### src/citt_pkg.sv
// shared types and constants for the can identifier tracking table
// no dependencies; imported by the interfaces and every module
package citt_pkg;

   // payload field widths
   localparam int FRAME_ID_W  = 29;
   localparam int FRAME_LEN_W = 4;
   localparam int PAYLOAD_W   = 64;
   localparam int TIME_W      = 32;
   localparam int ENTRY_IDX_W = 7;
   localparam int COUNT_W     = 8;

   // most identifiers the table will ever learn
   localparam int ENTRY_LIMIT = 100;

   // configuration port
   localparam int CSR_IDX_W  = 1;
   localparam int CSR_DATA_W = 7;
   localparam logic [CSR_IDX_W-1:0] REG_FOCUS_MODE    = 1'd0;
   localparam logic [CSR_IDX_W-1:0] REG_FOCUSED_ENTRY = 1'd1;

   // datapath actions that close one frame
   typedef logic [2:0] act_type;
   localparam act_type ACT_NONE = 3'd0;  // nothing this cycle
   localparam act_type ACT_MISS = 3'd1;  // result without any write
   localparam act_type ACT_HIT  = 3'd2;  // refresh an existing entry
   localparam act_type ACT_NEW  = 3'd3;  // append a new entry
   localparam act_type ACT_FULL = 3'd4;  // unknown identifier dropped

   typedef struct packed {
      logic                   focus_mode;
      logic [ENTRY_IDX_W-1:0] focused_entry;
   } cfg_type;

   typedef struct packed {
      logic    frame_load;
      logic    scan_clr;
      logic    rd_en;
      logic    rd_focus;
      act_type act;
   } cmd_type;

   typedef struct packed {
      logic used_zero;
      logic used_full;
      logic scan_done;
      logic focus_ok;
      logic id_match;
   } status_type;

   typedef struct packed {
      logic [ENTRY_IDX_W-1:0] entry_index;
      logic                   was_new;
      logic                   was_updated;
      logic                   table_full;
      logic [TIME_W-1:0]      interval_ms;
      logic [COUNT_W-1:0]     entry_count;
   } result_type;

endpackage

### src/citt_ctrl.sv
// sequencer for one frame: accept, search or focus check, result beat
// depends on citt_pkg for command and status types
module citt_ctrl
   import citt_pkg::*;
(
   input  logic       clock,
   input  logic       reset,
   input  logic       req_valid,
   output logic       req_ready,
   output logic       rsp_valid,
   input  logic       rsp_ready,
   input  logic       focus_mode,
   input  status_type status,
   output cmd_type    cmd
);
   localparam logic [2:0] S_IDLE  = 3'd0;
   localparam logic [2:0] S_START = 3'd1;
   localparam logic [2:0] S_SCAN  = 3'd2;
   localparam logic [2:0] S_FCHK  = 3'd3;
   localparam logic [2:0] S_OUT   = 3'd4;

   logic [2:0] state_ff;
   logic [2:0] state_in;
   logic       cmp_vld_ff;   // a read is waiting to be compared
   logic       cmp_vld_in;

   // next state and commands
   always_comb begin
      state_in       = state_ff;
      cmp_vld_in     = 1'b0;
      cmd.frame_load = 1'b0;
      cmd.scan_clr   = 1'b0;
      cmd.rd_en      = 1'b0;
      cmd.rd_focus   = 1'b0;
      cmd.act        = ACT_NONE;
      req_ready      = 1'b0;
      rsp_valid      = 1'b0;
      case (state_ff)
         S_IDLE: begin
            req_ready = 1'b1;
            if (req_valid) begin
               cmd.frame_load = 1'b1;
               cmd.scan_clr   = 1'b1;
               state_in       = S_START;
            end
         end
         S_START: begin
            // an empty table always takes the frame as entry 0
            if (status.used_zero) begin
               cmd.act  = ACT_NEW;
               state_in = S_OUT;
            end else if (focus_mode) begin
               if (status.focus_ok) begin
                  cmd.rd_en    = 1'b1;
                  cmd.rd_focus = 1'b1;
                  state_in     = S_FCHK;
               end else begin
                  cmd.act  = ACT_MISS;
                  state_in = S_OUT;
               end
            end else begin
               state_in = S_SCAN;
            end
         end
         S_SCAN: begin
            // one read issued per cycle, each compared once its registered data is back
            if (cmp_vld_ff && status.id_match) begin
               cmd.act  = ACT_HIT;
               state_in = S_OUT;
            end else if (status.scan_done) begin
               cmd.act  = status.used_full ? ACT_FULL : ACT_NEW;
               state_in = S_OUT;
            end else begin
               cmd.rd_en  = 1'b1;
               cmp_vld_in = 1'b1;
            end
         end
         S_FCHK: begin
            cmd.act  = status.id_match ? ACT_HIT : ACT_MISS;
            state_in = S_OUT;
         end
         S_OUT: begin
            rsp_valid = 1'b1;
            if (rsp_ready) begin
               state_in = S_IDLE;
            end
         end
         default: begin
            state_in = S_IDLE;
         end
      endcase
   end

   always_ff @(posedge clock) begin
      if (reset) begin
         state_ff   <= S_IDLE;
         cmp_vld_ff <= 1'b0;
      end else begin
         state_ff   <= state_in;
         cmp_vld_ff <= cmp_vld_in;
      end
   end
endmodule

### config.mk
export PLATFORM = sky130hd
export DESIGN_NAME = citt_ctrl
export DESIGN_NICKNAME = d
export VERILOG_FILES = /design/src/citt_pkg.sv /design/src/citt_ctrl.sv
export SDC_FILE = /design/constraint.sdc
export NUM_CORES = 1
export LEC_CHECK = 0
export BUFFER_PORTS_ARGS = -buffer_cell sky130_fd_sc_hd__buf_2
export CAP_MARGIN = 20
export CORE_AREA = 2 2 39 41
export DETAILED_ROUTE_END_ITERATION = 8
export DIE_AREA = 0 0 41 43
export PLACE_DENSITY_LB_ADDON = 0.05
export SLEW_MARGIN = 20
export SYNTH_ARGS = -nofsm -noshare
export SYNTH_HDL_FRONTEND = slang
export SYNTH_SLANG_ARGS = --single-unit
### constraint.sdc
create_clock -name clock -period 2.5 [get_ports clock]
set_input_delay 0.375 -clock clock [delete_from_list [all_inputs] [get_ports clock]]
set_output_delay 0.375 -clock clock [all_outputs]
set_load 0.01 [all_outputs]
==> After elaboration in Yosys (flattened, before gate mapping) <==
Index checks and enable logic that the tools add are counted.
{ "word_totals": {"inputBits": 10, "elab_cells": 40, "reg_bits": 4, "out_inout_bits": 9} }
{ "op_classes": {"muxes": 26, "n_reduce_logical": 4, "n_bitwise": 1, "n_eq_ne": 7} }
{ "op_table": {"columns": ["operator", "n"], "rows": [
  ["$mux 3", 11],
  ["$pmux 3 s5", 1],
  ["$mux 2", 5],
  ["$pmux 3 s3", 1],
  ["$eq 3x2->1 const B", 2],
  ["$mux 1", 6],
  ["$mux 5", 1],
  ["$ne 2x2->1 const B", 2],
  ["$eq 3x1->1 const B", 1],
  ["$eq 3x3->1 const B", 1],
  ["$logic_not 3->1", 1],
  ["$ne 3x3->1 const B", 1],
  ["$reduce_and 3->1", 1],
  ["$pmux 1 s2", 1],
  ["$reduce_or 2->1", 1],
  ["$logic_and 1x1->1", 1],
  ["$not 1->1", 1]
]} }

==> Logic depth before layout (Yosys ltp) <==
{ "depth": {"ltp_word": 4, "mapped_depth": 5, "mapped_depth_nobuf": 3} }

==> Least setup slack after synthesis <==
Ideal clock, no wire load.
{ "synth_path": {"path_kind": "reg-to-output", "start": "register state_ff[0]", "end": "output cmd[6] (netlist bit)", "path_stages_with_launch": 6, "arrival_ns": 1.146, "n_path_buf": 2, "setup_slack_ns": 0.979, "required_ns": 2.125, "path_cell_list": "dfxtp_1 -> buf_6 -> nor3_1 -> nand2_1 -> inv_1 -> buf_4"} }
{ "synth_lines": {"columns": ["item", "line", "source"], "rows": [
  ["start: declaration", "citt_ctrl.sv:22", "logic [2:0] state_ff;"],
  ["start signal: assignment", "citt_ctrl.sv:99", "state_ff <= state_in;"],
  ["end: declaration", "citt_ctrl.sv:14", "output cmd_type cmd"]
]} }

==> impl_metrics.toml <==
[drt]
drc = 0
routed_via_density = 4.65
ant_nets = 0
vias = 335
routed_wl_um = 803
wl_per_cell_um = 11.2
drt_pass1_iterations = 2
drtIter0Drc = 3

[setup_path]
worstSetupEndpoint = "cmd[4]"
cp-startpoint = "state_ff[1]$_SDFFE_PP0P_"
critical_path_required_ps = 2120
reg2reg_depth = 3
crit_type = "flop to output port"
start_kind = "flop"
r2r-end = "state_ff[1]$_SDFFE_PP0P_"
end_kind = "output port"
path_max_fanout = 6
reg2reg_from = "state_ff[0]$_SDFFE_PP0P_"
arrival_ps = 1390
r2r_setup_slack_ps = 1180

[sta]
slew_violations = 0
fin_setup_tns_ps = 0
finalHoldViolations = 0
slew_headroom_pct = 76.4
fin_crit_sh_pct = 70.7
worst_slack_ps = 734
period_needed_ps = 1770
skew_ps = 0.595
rsz0062_at_grt = "false"
setup_viol = 0
timing_worst_slew_pin_value_ps = 351
holdWs_ps = 345
clock.fmax_mhz = 566

[pwr]
p_int_uw = 143
peakVddDrop_uv = 281
pwr_density_cell_mw_per_mm2 = 491
p_total_uw = 201
power_frac_seq_pct = 35.7
p_comb_share_pct = 23.3
power_switching_uw = 58.2
p_sw_share_pct = 28.9
leakage_nw = 0.230
clock_power_share_pct = 41.0

[place]
port_buffers = 18
globalplace.congestion = 0.747
place_inst = 69
dp_slack_ps = 984
hpwlAfterDp_um = 647

[global_route]
grt_pass1_wl_mm = 1.30
antenna_found_initial = 0
grt_max_degree = 10
grt_pass1_vias = 293
track_usage_pct = 11.7
grt_overflow = 0

[yosys]
yosys.area_share.adder_pct = 0
yosysWarnings = 0
synth_area_um2 = 297
synth_mux_area_share_pct = 0
synth-xor-area-share_pct = 0
synth_simple_gate_area_share_pct = 35.4
ys_seq_area_share_pct = 27.0
syn_inst = 37
ys_types = 23
syn_nets = 47
synth_top_family_by_area = "simple AND/OR/NAND/NOR gates"
avgSynthCellArea_um2 = 8.01
synth-seq-cells = 4
synth_compound_area_share_pct = 26.2

[cells_and_area]
layout-drive-gt1-share_pct = 41.1
fin_cells = 72
seq_area_um2 = 80.1
area_growth_pct = 38.4
multi_input_area_um2 = 183
fillers = 168
nNetsFinal = 68
n_antenna_cell = 0

[die]
core_area_mm2 = 0.00138
start_util_pct = 21.4
die_y_um = 43
die-area_mm2 = 0.00176
die_w_um = 41
io_pins = 19
rows = 14

[flow_run]
drv_cap = 0

[clock_tree]
cts_sinks = 4
h-tree-depth = 1
ctsHoldBuffers = 0
cts-resized-gates = 0
clock_path_buffers = 2
clk_pin_slew_ps = 40
cts_setup_buffers = 0
cts_tree = "yes"
numCtsBuffers = 3
root_buffer = "clkbuf_4"
clk_latency_ps = 240

[worst_hold_path]
hold_class = "input port to flop"

[status]
outcome = "finished clean"
worst min-delay path by stage:
stage	cells after the start	from	slack (ps)	endpoint
after CTS	2	reset	330	state_ff[1]$_SDFFE_PP0P_
after detailed placement	2	reset	590	state_ff[1]$_SDFFE_PP0P_
after global routing	2	reset	350	state_ff[1]$_SDFFE_PP0P_
after global placement	2	reset	590	state_ff[1]$_SDFFE_PP0P_
final	2	reset	340	state_ff[1]$_SDFFE_PP0P_
after floorplan	1	reset	440	state_ff[1]$_SDFFE_PP0P_
cells in the mapped netlist:
cell type | n | area (um2)
nand2b_1 | 1 | 6.26
dfxtp_1 | 4 | 80.1
a311oi_1 | 1 | 8.76
or3b_1 | 1 | 8.76
and4_1 | 1 | 8.76
nor3b_2 | 1 | 12.5
nor2_1 | 1 | 3.75
nand4b_1 | 1 | 8.76
nand3b_1 | 1 | 7.51
o211ai_1 | 1 | 7.51
a211oi_1 | 1 | 7.51
o211a_1 | 1 | 10.0
o21ai_0 | 2 | 10.0
nor3b_1 | 1 | 7.51
nor2b_1 | 4 | 25.0
o311a_1 | 1 | 10.0
a21oi_1 | 3 | 15.0
nand2_1 | 3 | 11.3
inv_1 | 4 | 15.0
buf_4 | 1 | 7.51
buf_6 | 1 | 11.3
a21oi_2 | 1 | 8.76
nor3_1 | 1 | 5.00
cells by family after synthesis:
family	after synthesis
AND/OR/NAND/NOR	16
AO/OA/AOI/OAI	11
buffers and inverters	6
flip-flops	4
per-layer routing:
metal	track usage, %	up-vias	wire length [um]
li1	-	170	-
met1	15.7	146	386
met2	12.8	17	329
met3	6.28	2	67
met4	10.0	0	19
met5	0	-	0
state kept, by name (all words and copies together), names as in the netlist:
register    count
cmp_vld_ff      1
state_ff        3
metrics by stage:
step	area [um2]	utilization [%]
3_5_place_dp	388	28.0
4_1_cts	410	29.7
2_1_floorplan	297	-
3_3_place_gp	388	28.0
6_report	410	29.7
5_1_grt	410	29.7
power by group through the flow:
stage | Combinational [mW] | Clock, mW | Sequential, mW
floorplan | 0.0321 | 0 | 0.0702
global placement | 0.0477 | 0 | 0.0731
detailed placement | 0.0473 | 0 | 0.0729
CTS | 0.0478 | 0.0870 | 0.0719
global route | 0.0529 | 0.0927 | 0.0725
finish | 0.0469 | 0.0826 | 0.0719
cells in the final DEF, fill, tap and decap left out, drive strengths merged:
| cell | n |
|---|---|
| clkbuf | 3 |
| and4 | 1 |
| nor2 | 1 |
| nand2b | 1 |
| a311oi | 1 |
| o21ai | 2 |
| buf | 18 |
| inv | 4 |
| dfxtp | 4 |
| a211oi | 1 |
| o211a | 1 |
| o211ai | 1 |
| nand2 | 3 |
| nand3b | 1 |
| nor2b | 4 |
| o311a | 1 |
| nor3b | 2 |
| nand4b | 1 |
| or3b | 1 |
| nor3 | 1 |
| a21oi | 4 |
worst max-delay path: stages (launching register included):
cell and delay [ps]:
dfxtp_1 410, nor2b_1 300, nand3b_1 210, nand2_1 110, buf_2 130
area by class of cell:
cell class	instances	share of cell area, %
timing repair buffer	18	22.0
inverter	4	3.66
multi-input combinational	27	44.5
sequential	4	19.5
clock buffer	3	5.49
tap	16	4.88
No activity file was read; power rests on OpenSTA's default activity.
