===== config.mk =====
export PLATFORM = sky130hd
export DESIGN_NAME = citt_csr_flat
export DESIGN_NICKNAME = d
export VERILOG_FILES = /design/src/citt_pkg.sv /design/src/citt_csr_if.sv /design/src/citt_csr.sv /design/src/flat_wrapper.sv
export SDC_FILE = /design/constraint.sdc
export NUM_CORES = 1
export LEC_CHECK = 0
export BUFFER_PORTS_ARGS = -buffer_cell sky130_fd_sc_hd__buf_4
export CAP_MARGIN = 15
export CORE_AREA = 2 2 39 41
export CTS_BUF_LIST = sky130_fd_sc_hd__clkbuf_4 sky130_fd_sc_hd__clkbuf_8 sky130_fd_sc_hd__clkbuf_16
export CTS_CLUSTER_DIAMETER = 60
export CTS_CLUSTER_SIZE = 24
export DETAILED_ROUTE_END_ITERATION = 7
export DIE_AREA = 0 0 41 43
export PLACE_DENSITY = 0.51
export RECOVER_POWER = 100
export SETUP_SLACK_MARGIN = 0.15
export SLEW_MARGIN = 20
export SYNTH_ARGS = -nofsm -noshare
export SYNTH_HDL_FRONTEND = slang
export SYNTH_SLANG_ARGS = --single-unit

===== constraint.sdc =====
create_clock -name clock -period 0.8 [get_ports clock]
set_input_delay 0 -clock clock [delete_from_list [all_inputs] [get_ports clock]]
set_output_delay 0 -clock clock [all_outputs]
set_load 0.02 [all_outputs]

===== src/citt_pkg.sv =====
// shared types and constants for the can identifier tracking table
// no dependencies; imported by the interfaces and every module
package citt_pkg;

   // payload field widths
   localparam int FRAME_ID_W  = 29;
   localparam int FRAME_LEN_W = 4;
   localparam int PAYLOAD_W   = 64;
   localparam int TIME_W      = 32;
   localparam int ENTRY_IDX_W = 7;
   localparam int COUNT_W     = 8;

   // most identifiers the table will ever learn
   localparam int ENTRY_LIMIT = 100;

   // configuration port
   localparam int CSR_IDX_W  = 1;
   localparam int CSR_DATA_W = 7;
   localparam logic [CSR_IDX_W-1:0] REG_FOCUS_MODE    = 1'd0;
   localparam logic [CSR_IDX_W-1:0] REG_FOCUSED_ENTRY = 1'd1;

   // datapath actions that close one frame
   typedef logic [2:0] act_type;
   localparam act_type ACT_NONE = 3'd0;  // nothing this cycle
   localparam act_type ACT_MISS = 3'd1;  // result without any write
   localparam act_type ACT_HIT  = 3'd2;  // refresh an existing entry
   localparam act_type ACT_NEW  = 3'd3;  // append a new entry
   localparam act_type ACT_FULL = 3'd4;  // unknown identifier dropped

   typedef struct packed {
      logic                   focus_mode;
      logic [ENTRY_IDX_W-1:0] focused_entry;
   } cfg_type;

   typedef struct packed {
      logic    frame_load;
      logic    scan_clr;
      logic    rd_en;
      logic    rd_focus;
      act_type act;
   } cmd_type;

   typedef struct packed {
      logic used_zero;
      logic used_full;
      logic scan_done;
      logic focus_ok;
      logic id_match;
   } status_type;

   typedef struct packed {
      logic [ENTRY_IDX_W-1:0] entry_index;
      logic                   was_new;
      logic                   was_updated;
      logic                   table_full;
      logic [TIME_W-1:0]      interval_ms;
      logic [COUNT_W-1:0]     entry_count;
   } result_type;

endpackage


===== src/citt_csr_if.sv =====
// configuration write channel: register index and write data per beat
// depends on citt_pkg for field widths
interface citt_csr_if
   import citt_pkg::*;
();
   logic                  valid;
   logic                  ready;
   logic [CSR_IDX_W-1:0]  index;
   logic [CSR_DATA_W-1:0] data;

   modport source (output valid, index, data, input ready);
   modport sink (input valid, index, data, output ready);
endinterface


===== src/citt_csr.sv =====
// configuration registers: focus mode and focused entry
// depends on citt_pkg and citt_csr_if
module citt_csr
   import citt_pkg::*;
(
   input  logic        clock,
   input  logic        reset,
   citt_csr_if.sink    csr_bus,
   output cfg_type     cfg
);
   logic                   focus_mode_ff;
   logic                   focus_mode_in;
   logic [ENTRY_IDX_W-1:0] focused_entry_ff;
   logic [ENTRY_IDX_W-1:0] focused_entry_in;

   // writes are always taken
   assign csr_bus.ready = 1'b1;

   // register decode
   always_comb begin
      focus_mode_in    = focus_mode_ff;
      focused_entry_in = focused_entry_ff;
      if (csr_bus.valid) begin
         case (csr_bus.index)
            REG_FOCUS_MODE:    focus_mode_in    = csr_bus.data[0];
            REG_FOCUSED_ENTRY: focused_entry_in = csr_bus.data[ENTRY_IDX_W-1:0];
            default:           focus_mode_in    = focus_mode_ff;
         endcase
      end
   end

   always_ff @(posedge clock) begin
      if (reset) begin
         focus_mode_ff    <= 1'b0;
         focused_entry_ff <= '0;
      end else begin
         focus_mode_ff    <= focus_mode_in;
         focused_entry_ff <= focused_entry_in;
      end
   end

   assign cfg.focus_mode    = focus_mode_ff;
   assign cfg.focused_entry = focused_entry_ff;
endmodule


===== src/flat_wrapper.sv =====
// flat-port wrapper written by rule: the top's interface ports become plain ports
module citt_csr_flat import citt_pkg::*;
  (clock, reset, cfg, csr_bus_valid, csr_bus_index, csr_bus_data, csr_bus_ready);
  citt_csr_if csr_bus_i ();
  input  logic clock;
  input  logic reset;
  output cfg_type cfg;
  input wire logic [$bits(csr_bus_i.valid)-1:0] csr_bus_valid;
  input wire logic [$bits(csr_bus_i.index)-1:0] csr_bus_index;
  input wire logic [$bits(csr_bus_i.data)-1:0] csr_bus_data;
  output wire logic [$bits(csr_bus_i.ready)-1:0] csr_bus_ready;
  assign csr_bus_i.valid = csr_bus_valid;
  assign csr_bus_i.index = csr_bus_index;
  assign csr_bus_i.data = csr_bus_data;
  assign csr_bus_ready = csr_bus_i.ready;
  citt_csr u_core (.clock(clock), .reset(reset), .csr_bus(csr_bus_i), .cfg(cfg));
endmodule

[Yosys cells after proc, flatten, opt, wreduce, memory -nomap -nowiden]
Cells that the tools add are included.
Word-level totals
  memory bits (read-only): 0
  bits in registers: 8
  memories: 0
  RAM bits: 0
  latch bits: 0
Operators by class
  div/mod/pow operators: 0
  equal/unequal tests: 0
  add/sub/neg operators: 0
  multiplexer cells: 0
  bitwise operators: 1
  reduce and logical (&&, ||, !) cells: 2
  $lt $le $gt $ge: 0
  $mul: 0
  shift operators: 0
Operators with widths (count)
  AND reduction 2 bit: 2
  NOT 1 bit: 1

[Depth between registers and ports, before layout]
Gate-level depths: netlist of the first run.
  depth in word-level cells: 2
  gate-level depth with buffers: 3
  gate-level depth less buffers: 2

[Worst setup path after synthesis of the first run]
No wires, ideal clock.
  path type: register to register
  from: register u_core.focused_entry_ff[1] (netlist name)
  to: register u_core.focused_entry_ff[1]
  buffers on the path: 0
  clock period less this slack: 0.823 ns
  arrival: 0.757 ns
  stages on the path, launching flop included: 3
  path slack: -0.023 ns
  cells stage by stage: dfxtp_1 -> a21bo_1 -> a21oi_2
RTL lines
  end signal: assignment: RTL line citt_csr.sv:38  | focused_entry_ff <= focused_entry_in;
  end: declaration: RTL line citt_csr.sv:13  | logic [ENTRY_IDX_W-1:0] focused_entry_ff;

[Worst setup path after layout of the first run]
  from: register u_core.focus_mode_ff
  to: output cfg[7] in the netlist's numbering
RTL lines
  start: declaration: RTL line citt_csr.sv:11  | logic focus_mode_ff;
  start signal: assignment: RTL line citt_csr.sv:37  | focus_mode_ff <= focus_mode_in;
  end: declaration: RTL line flat_wrapper.sv:7  | output cfg_type cfg;
No word-level cell between the ends.

==> results of run 1 <==
==> repair_timing <==
item / in CTS / in global routing
hold endpoints to repair: 6 / 6
resized for setup: 9 / 2
endpoints found under the setup margin: 14 / 14
==> state kept, by name, indices dropped and copies added (netlist names) <==
name / cells
u_core.focus_mode_ff: 1
u_core.focused_entry_ff: 7
==> where the power goes <==
group / leakage (µW) / internal, µW / total [µW] / switching (µW)
clock: 0.0000184 / 225 / 365 / 140
combinational: 0.000159 / 82.9 / 162 / 79.2
sequential: 0.0000676 / 412 / 422 / 10.0
total: 0.000245 / 720 / 949 / 229
==> cell families (layout without fill, tap and decap cells) <==
logic type	count (synthesis)	after routing	synth area share
other cells	1	1	0.009731
buf+inv	5	22	0.1006
mux	2	2	0.05195
flops	8	8	0.4156
simple gates	11	11	0.1591
compound gates	12	12	0.2630
==> layout make-up <==
| cell class | count | area, µm² |
|---|---|---|
| Clock buffer | 4 | 30.03 |
| Timing Repair Buffer | 18 | 142.6 |
| Fill cell | 155 | 840.8 |
| Multi-Input combinational cell | 26 | 178.9 |
| Sequential cell | 8 | 171.4 |
| Tap cell | 16 | 20.02 |
==> how the worst max path moves through the flow <==
| stage | cells after the start | slack [ps] | to | from |
|---|---|---|---|---|
| final | 1 | 60 | cfg[7] | u_core.focus_mode_ff |
| after global routing | 1 | 20 | cfg[0] | u_core.focused_entry_ff[0] |
| after CTS | 1 | 70 | cfg[1] | u_core.focused_entry_ff[1] |
| after floorplan | 2 | 80 | u_core.focused_entry_ff[1] | u_core.focused_entry_ff[1] |
| after global placement | 2 | 100 | u_core.focused_entry_ff[2] | u_core.focused_entry_ff[2] |
| after detailed placement | 2 | 100 | u_core.focused_entry_ff[5] | u_core.focused_entry_ff[5] |
==> metal layers <==
layer  GRT usage  vias to the layer above  share of wire
li1            -                      165              -
met1      0.1270                      148           0.48
met2      0.1344                       17           0.39
met3     0.04712                        2           0.12
met4     0.08000                        0         0.0081
met5           0                        -              0
==> cell usage after synthesis <==
master and number:
dfxtp_1 8, buf_4 3, nand2b_1 4, mux2i_1 2, a21bo_1 6, a21oi_2 3
buf_6 1, conb_1 1, nand3_1 6, a21oi_1 3, nand2_2 1, buf_2 1
==> stage by stage <==
stage,worst slack (ps),hold WS (ps)
floorplan,75.49,141.5
global placement,98.47,232.6
detailed placement,98.77,236.5
CTS,71.61,-38.18
global route,16.24,-47.32
finish,62.18,-41.29
==> results.py, run 1 <==
metrics = {
    "outcome": {
        "outcome": "complete, but fails checks",
        "violations": "negative hold slack",
    },
    "synth": {
        "synth_area_um2": 385.4,
        "yosysWarnings": 0,
        "ys_top_cells_by_area": "dfxtp_1 42%, a21bo_1 16%, nand3_1 7.8%",
        "synth_area_per_cell_um2": 9.881,
        "netlist_instances": 39,
        "ys_ff_latch": 8,
        "synth_largest_area_cell": "dfxtp_1",
        "syn_nets": 50,
        "synth_top_area_frac": 0.4156,
        "ys_types": 12,
        "ys_seq_area_frac": 0.4156,
    },
    "worst_setup_path": {
        "r2r.worst_path.cells": 2,
        "setup.worst_path.end_class": "output port",
        "critPathMaxFanout": 2,
        "worst-path-buf-inv": 1,
        "cp_cell_sequence": "clkbuf_2",
        "cp_slowest_cell": "dfxtp_1",
        "rrSetupSlack_ps": 80,
        "rr_endpoint": "u_core.focused_entry_ff[2]",
        "critical-path-max-stage-delay_ps": 320,
        "cp.required_ps": 800,
        "startpoint_type": "flip-flop",
        "crit_arrival_ps": 740,
        "cp_top_family": "flip-flops",
        "crit_type": "flip-flop to output port",
        "r2r_start": "u_core.focused_entry_ff[2]",
    },
    "route": {
        "via_per_inst": 4.611,
        "ant_nets": 0,
        "first_pass_iters": 2,
        "drt_iter0_markers": 1,
        "wl_um": 744,
        "wire_per_inst_um": 10.33,
        "vias": 332,
        "drc_errors": 0,
    },
    "floorplan": {
        "die_y_um": 43,
        "die_width_um": 41,
        "core_mm2": 0.001384,
        "initial_core_util": 0.2785,
        "dieArea_mm2": 0.001763,
        "rows": 14,
        "ioPinCount": 20,
    },
    "sta": {
        "holdWs_ps": -41.29,
        "setup_viol": 0,
        "finalSetupTns_ps": 0,
        "hold_viol": 6,
        "finalCriticalPeriod_ps": 737.8,
        "min_period_over_period": 0.9223,
        "clock_skew_ps": 0,
        "fmax_mhz": 1355,
        "rsz0062_at_grt": "yes",
        "slew_violations": 0,
    },
    "cts": {
        "cts_buffer_depth": 2,
        "cts_setup_buffers": 0,
        "cts_made_buffers": 3,
        "cts_tree": "done",
        "h-tree-depth": 1,
        "root_buffer": "clkbuf_4",
        "cts.sinks": 8,
        "clkSlewWorstSetupHoldPaths_ps": 60,
        "clk_latency_ps": 250,
    },
    "final_layout": {
        "stdcell_count": 72,
        "final_cell_area_um2": 543.0,
        "layout_common_cells": "11 x buf_4, 6 x nand3_1, 6 x a21bo_1",
        "final_common_cell": "buf_4",
        "antenna-diode-count": 0,
        "finalNetCount": 68,
        "syn_to_final_growth_pct": 40.91,
        "finish.utilization": 0.3924,
        "drive_above_1_share": 0.4821,
    },
    "power": {
        "power_uw": 949.2,
        "peakVddDrop_v": 0.0006460,
        "power.static_leakage_uw": 0.0002454,
        "p_per_area_mw_per_mm2": 1748,
    },
    "worst_hold_path": {
        "hold_class": "input pin to flip-flop",
        "whs_path_depth": 2,
        "hold_end": "u_core.focused_entry_ff[1]",
        "holdCritStartpoint": "reset",
    },
    "global_route": {
        "grt_usage": 0.1038,
        "gr-total-overflow": 0,
        "grt_pass1_wl_um": 1173,
        "antenna_found_initial": 0,
        "first_global_vias": 308,
        "grt_max_degree": 15,
    },
    "place": {
        "placed_cells": 68,
        "gp_congestion": 0.5490,
        "hpwl_um": 538.3,
        "dpl-instance-area_um2": 525.5,
        "io_buffer_count": 18,
    },
    "job": {
        "drv_cap": 0,
    },
}
No activity file was read; power rests on OpenSTA's default activity.
==> run 2, diff against run 1 <==
clock period = 0.9 ns   (was 0.8 ns; I/O delays follow)
==> run 2 against run 1 <==
First-iteration DRC count is 100% lower; worst hold slack better by 17 ps; combinational power is 7% lower; the run still ends with negative hold slack left; setup slack better by 100 ps; core utilization is 0.81 points higher; flip-flop and latch count stayed put; cell count stayed put; global-route usage is 0.31 points lower.
==> results.py, run 2 (synthesized netlist as in run 1, its figures left out) <==
metrics = {
    "sta": {
        "timing.final.ws_setup_ps": 165.0,
        "fmax_mhz": 1360,
        "clock_skew_ps": 0,
        "rsz0062_at_grt": "yes",
        "slew_violations": 0,
        "min_period_over_period": 0.8167,
        "setup_viol": 0,
        "hold_viol": 5,
        "holdWs_ps": -24.16,
        "finalCriticalPeriod_ps": 735.0,
        "finalSetupTns_ps": 0,
    },
    "floorplan": {
        "initial_core_util": 0.2785,
        "ioPinCount": 20,
        "die_y_um": 43,
        "core_mm2": 0.001384,
        "die_width_um": 41,
        "rows": 14,
        "dieArea_mm2": 0.001763,
    },
    "cts": {
        "cts_made_buffers": 3,
        "cts_buffer_depth": 2,
        "clkSlewWorstSetupHoldPaths_ps": 50,
        "root_buffer": "clkbuf_4",
        "cts_setup_buffers": 0,
        "h-tree-depth": 1,
        "cts_tree": "done",
        "cts.sinks": 8,
        "clk_latency_ps": 240,
    },
    "worst_setup_path": {
        "cp.required_ps": 1090,
        "crit_arrival_ps": 920,
        "critPathMaxFanout": 2,
        "startpoint_type": "flip-flop",
        "crit_type": "flip-flop to flip-flop",
        "setup.worst_path.end_class": "flip-flop",
    },
    "route": {
        "wire_per_inst_um": 10.85,
        "drc_errors": 0,
        "via_per_inst": 4.417,
        "ant_nets": 0,
        "vias": 318,
        "first_pass_iters": 1,
        "wl_um": 781,
        "drt_iter0_markers": 0,
    },
    "power": {
        "p_comb_frac": 0.179,
        "pwr-share-seq": 0.446,
        "swShare": 0.2338,
        "p_int_uw": 641.1,
        "power.static_leakage_uw": 0.0002470,
        "peakVddDrop_v": 0.0006777,
        "clkPwrFrac": 0.374,
        "p_per_area_mw_per_mm2": 1510,
        "power_switching_uw": 195.6,
    },
    "final_layout": {
        "layout_common_cells": "15 x buf_4, 6 x nand3_1, 6 x a21bo_1",
        "final_common_cell": "buf_4",
        "drive_above_1_share": 0.5179,
        "nFillCells": 148,
        "syn_to_final_growth_pct": 43.83,
        "stdcell_count": 72,
        "antenna-diode-count": 0,
        "largest_reg_flops": 7,
        "finalNetCount": 68,
        "top_regs": "u_core.focused_entry_ff (7), u_core.focus_mode_ff (1)",
        "regMostFlops": "u_core.focused_entry_ff",
    },
    "place": {
        "placed_cells": 68,
        "gp_congestion": 0.6178,
        "hpwl_um": 568.5,
        "io_buffer_count": 18,
        "pre_cts_ws_ps": 170.6,
    },
    "global_route": {
        "grt_max_degree": 15,
        "gr-total-overflow": 0,
        "grt_pass1_wl_um": 1166,
        "first_global_vias": 301,
        "antenna_found_initial": 0,
        "grt_usage": 0.1007,
    },
    "worst_hold_path": {
        "hold_class": "input pin to flip-flop",
    },
    "outcome": {
        "violations": "negative hold slack",
        "outcome": "complete, but fails checks",
    },
    "job": {
        "drv_cap": 0,
    },
}
run 2: changes by cell type in the layout (fill, tap and decap cells not counted), sizes merged:
| cell | previous run | this run |
|---|---|---|
| buf | 16 | 18 |
| clkbuf | 6 | 4 |
run 2: layout make-up:
cell class                 instances  area (µm²)  share of cell area
sequential                         8       175.2              0.3160
timing repair buffer              18       146.4              0.2641
tap                               16       20.02             0.03612
clock buffer                       4       30.03             0.05418
multi-input combinational         26       182.7              0.3296
run 2: per-stage QoR:
stage,instance area [µm²],utilization,total power [µW]
2_1_floorplan,407.9,-,468.7
3_3_place_gp,524.3,0.3788,525.4
3_5_place_dp,524.3,0.3788,527.0
4_1_cts,554.3,0.4005,849.1
5_1_grt,554.3,0.4005,890.3
6_report,554.3,0.4005,836.7
run 2: what timing repair did:
item | CTS | global route
endpoints found under the hold margin | 5 | 6
setup endpoints to repair | 0 | 10
resized for setup | 0 | 5
run 2: per-layer routing:
metal	vias to the layer above	global-route usage	wire [µm]
met3	2	0.03141	87
met5	-	0	0
met1	137	0.1234	369
met4	0	0.08000	12
met2	14	0.1375	312
li1	165	-	-
run 2: path summary, 6_finish.rpt:
kind	cells past startpoint	slack (ps)	from	to
max	2	160	u_core.focused_entry_ff[6]	u_core.focused_entry_ff[6]
max reg2reg	2	160	u_core.focused_entry_ff[6]	u_core.focused_entry_ff[6]
min reg2reg	2	480	u_core.focus_mode_ff	u_core.focus_mode_ff
min	2	-20	reset	u_core.focused_entry_ff[2]
run 2: worst max-delay path, stage by stage (launching register included):
cell and delay, ps:
dfxtp_1 340, a21bo_1 220, a21oi_2 120
run 2: power by group through the flow:
stage	sequential (µW)	combinational, µW	clock, µW
4_1_cts	369	150	329
2_1_floorplan	395	73.5	0
5_1_grt	375	160	355
3_3_place_gp	377	148	0
6_report	374	150	313
3_5_place_dp	377	150	0
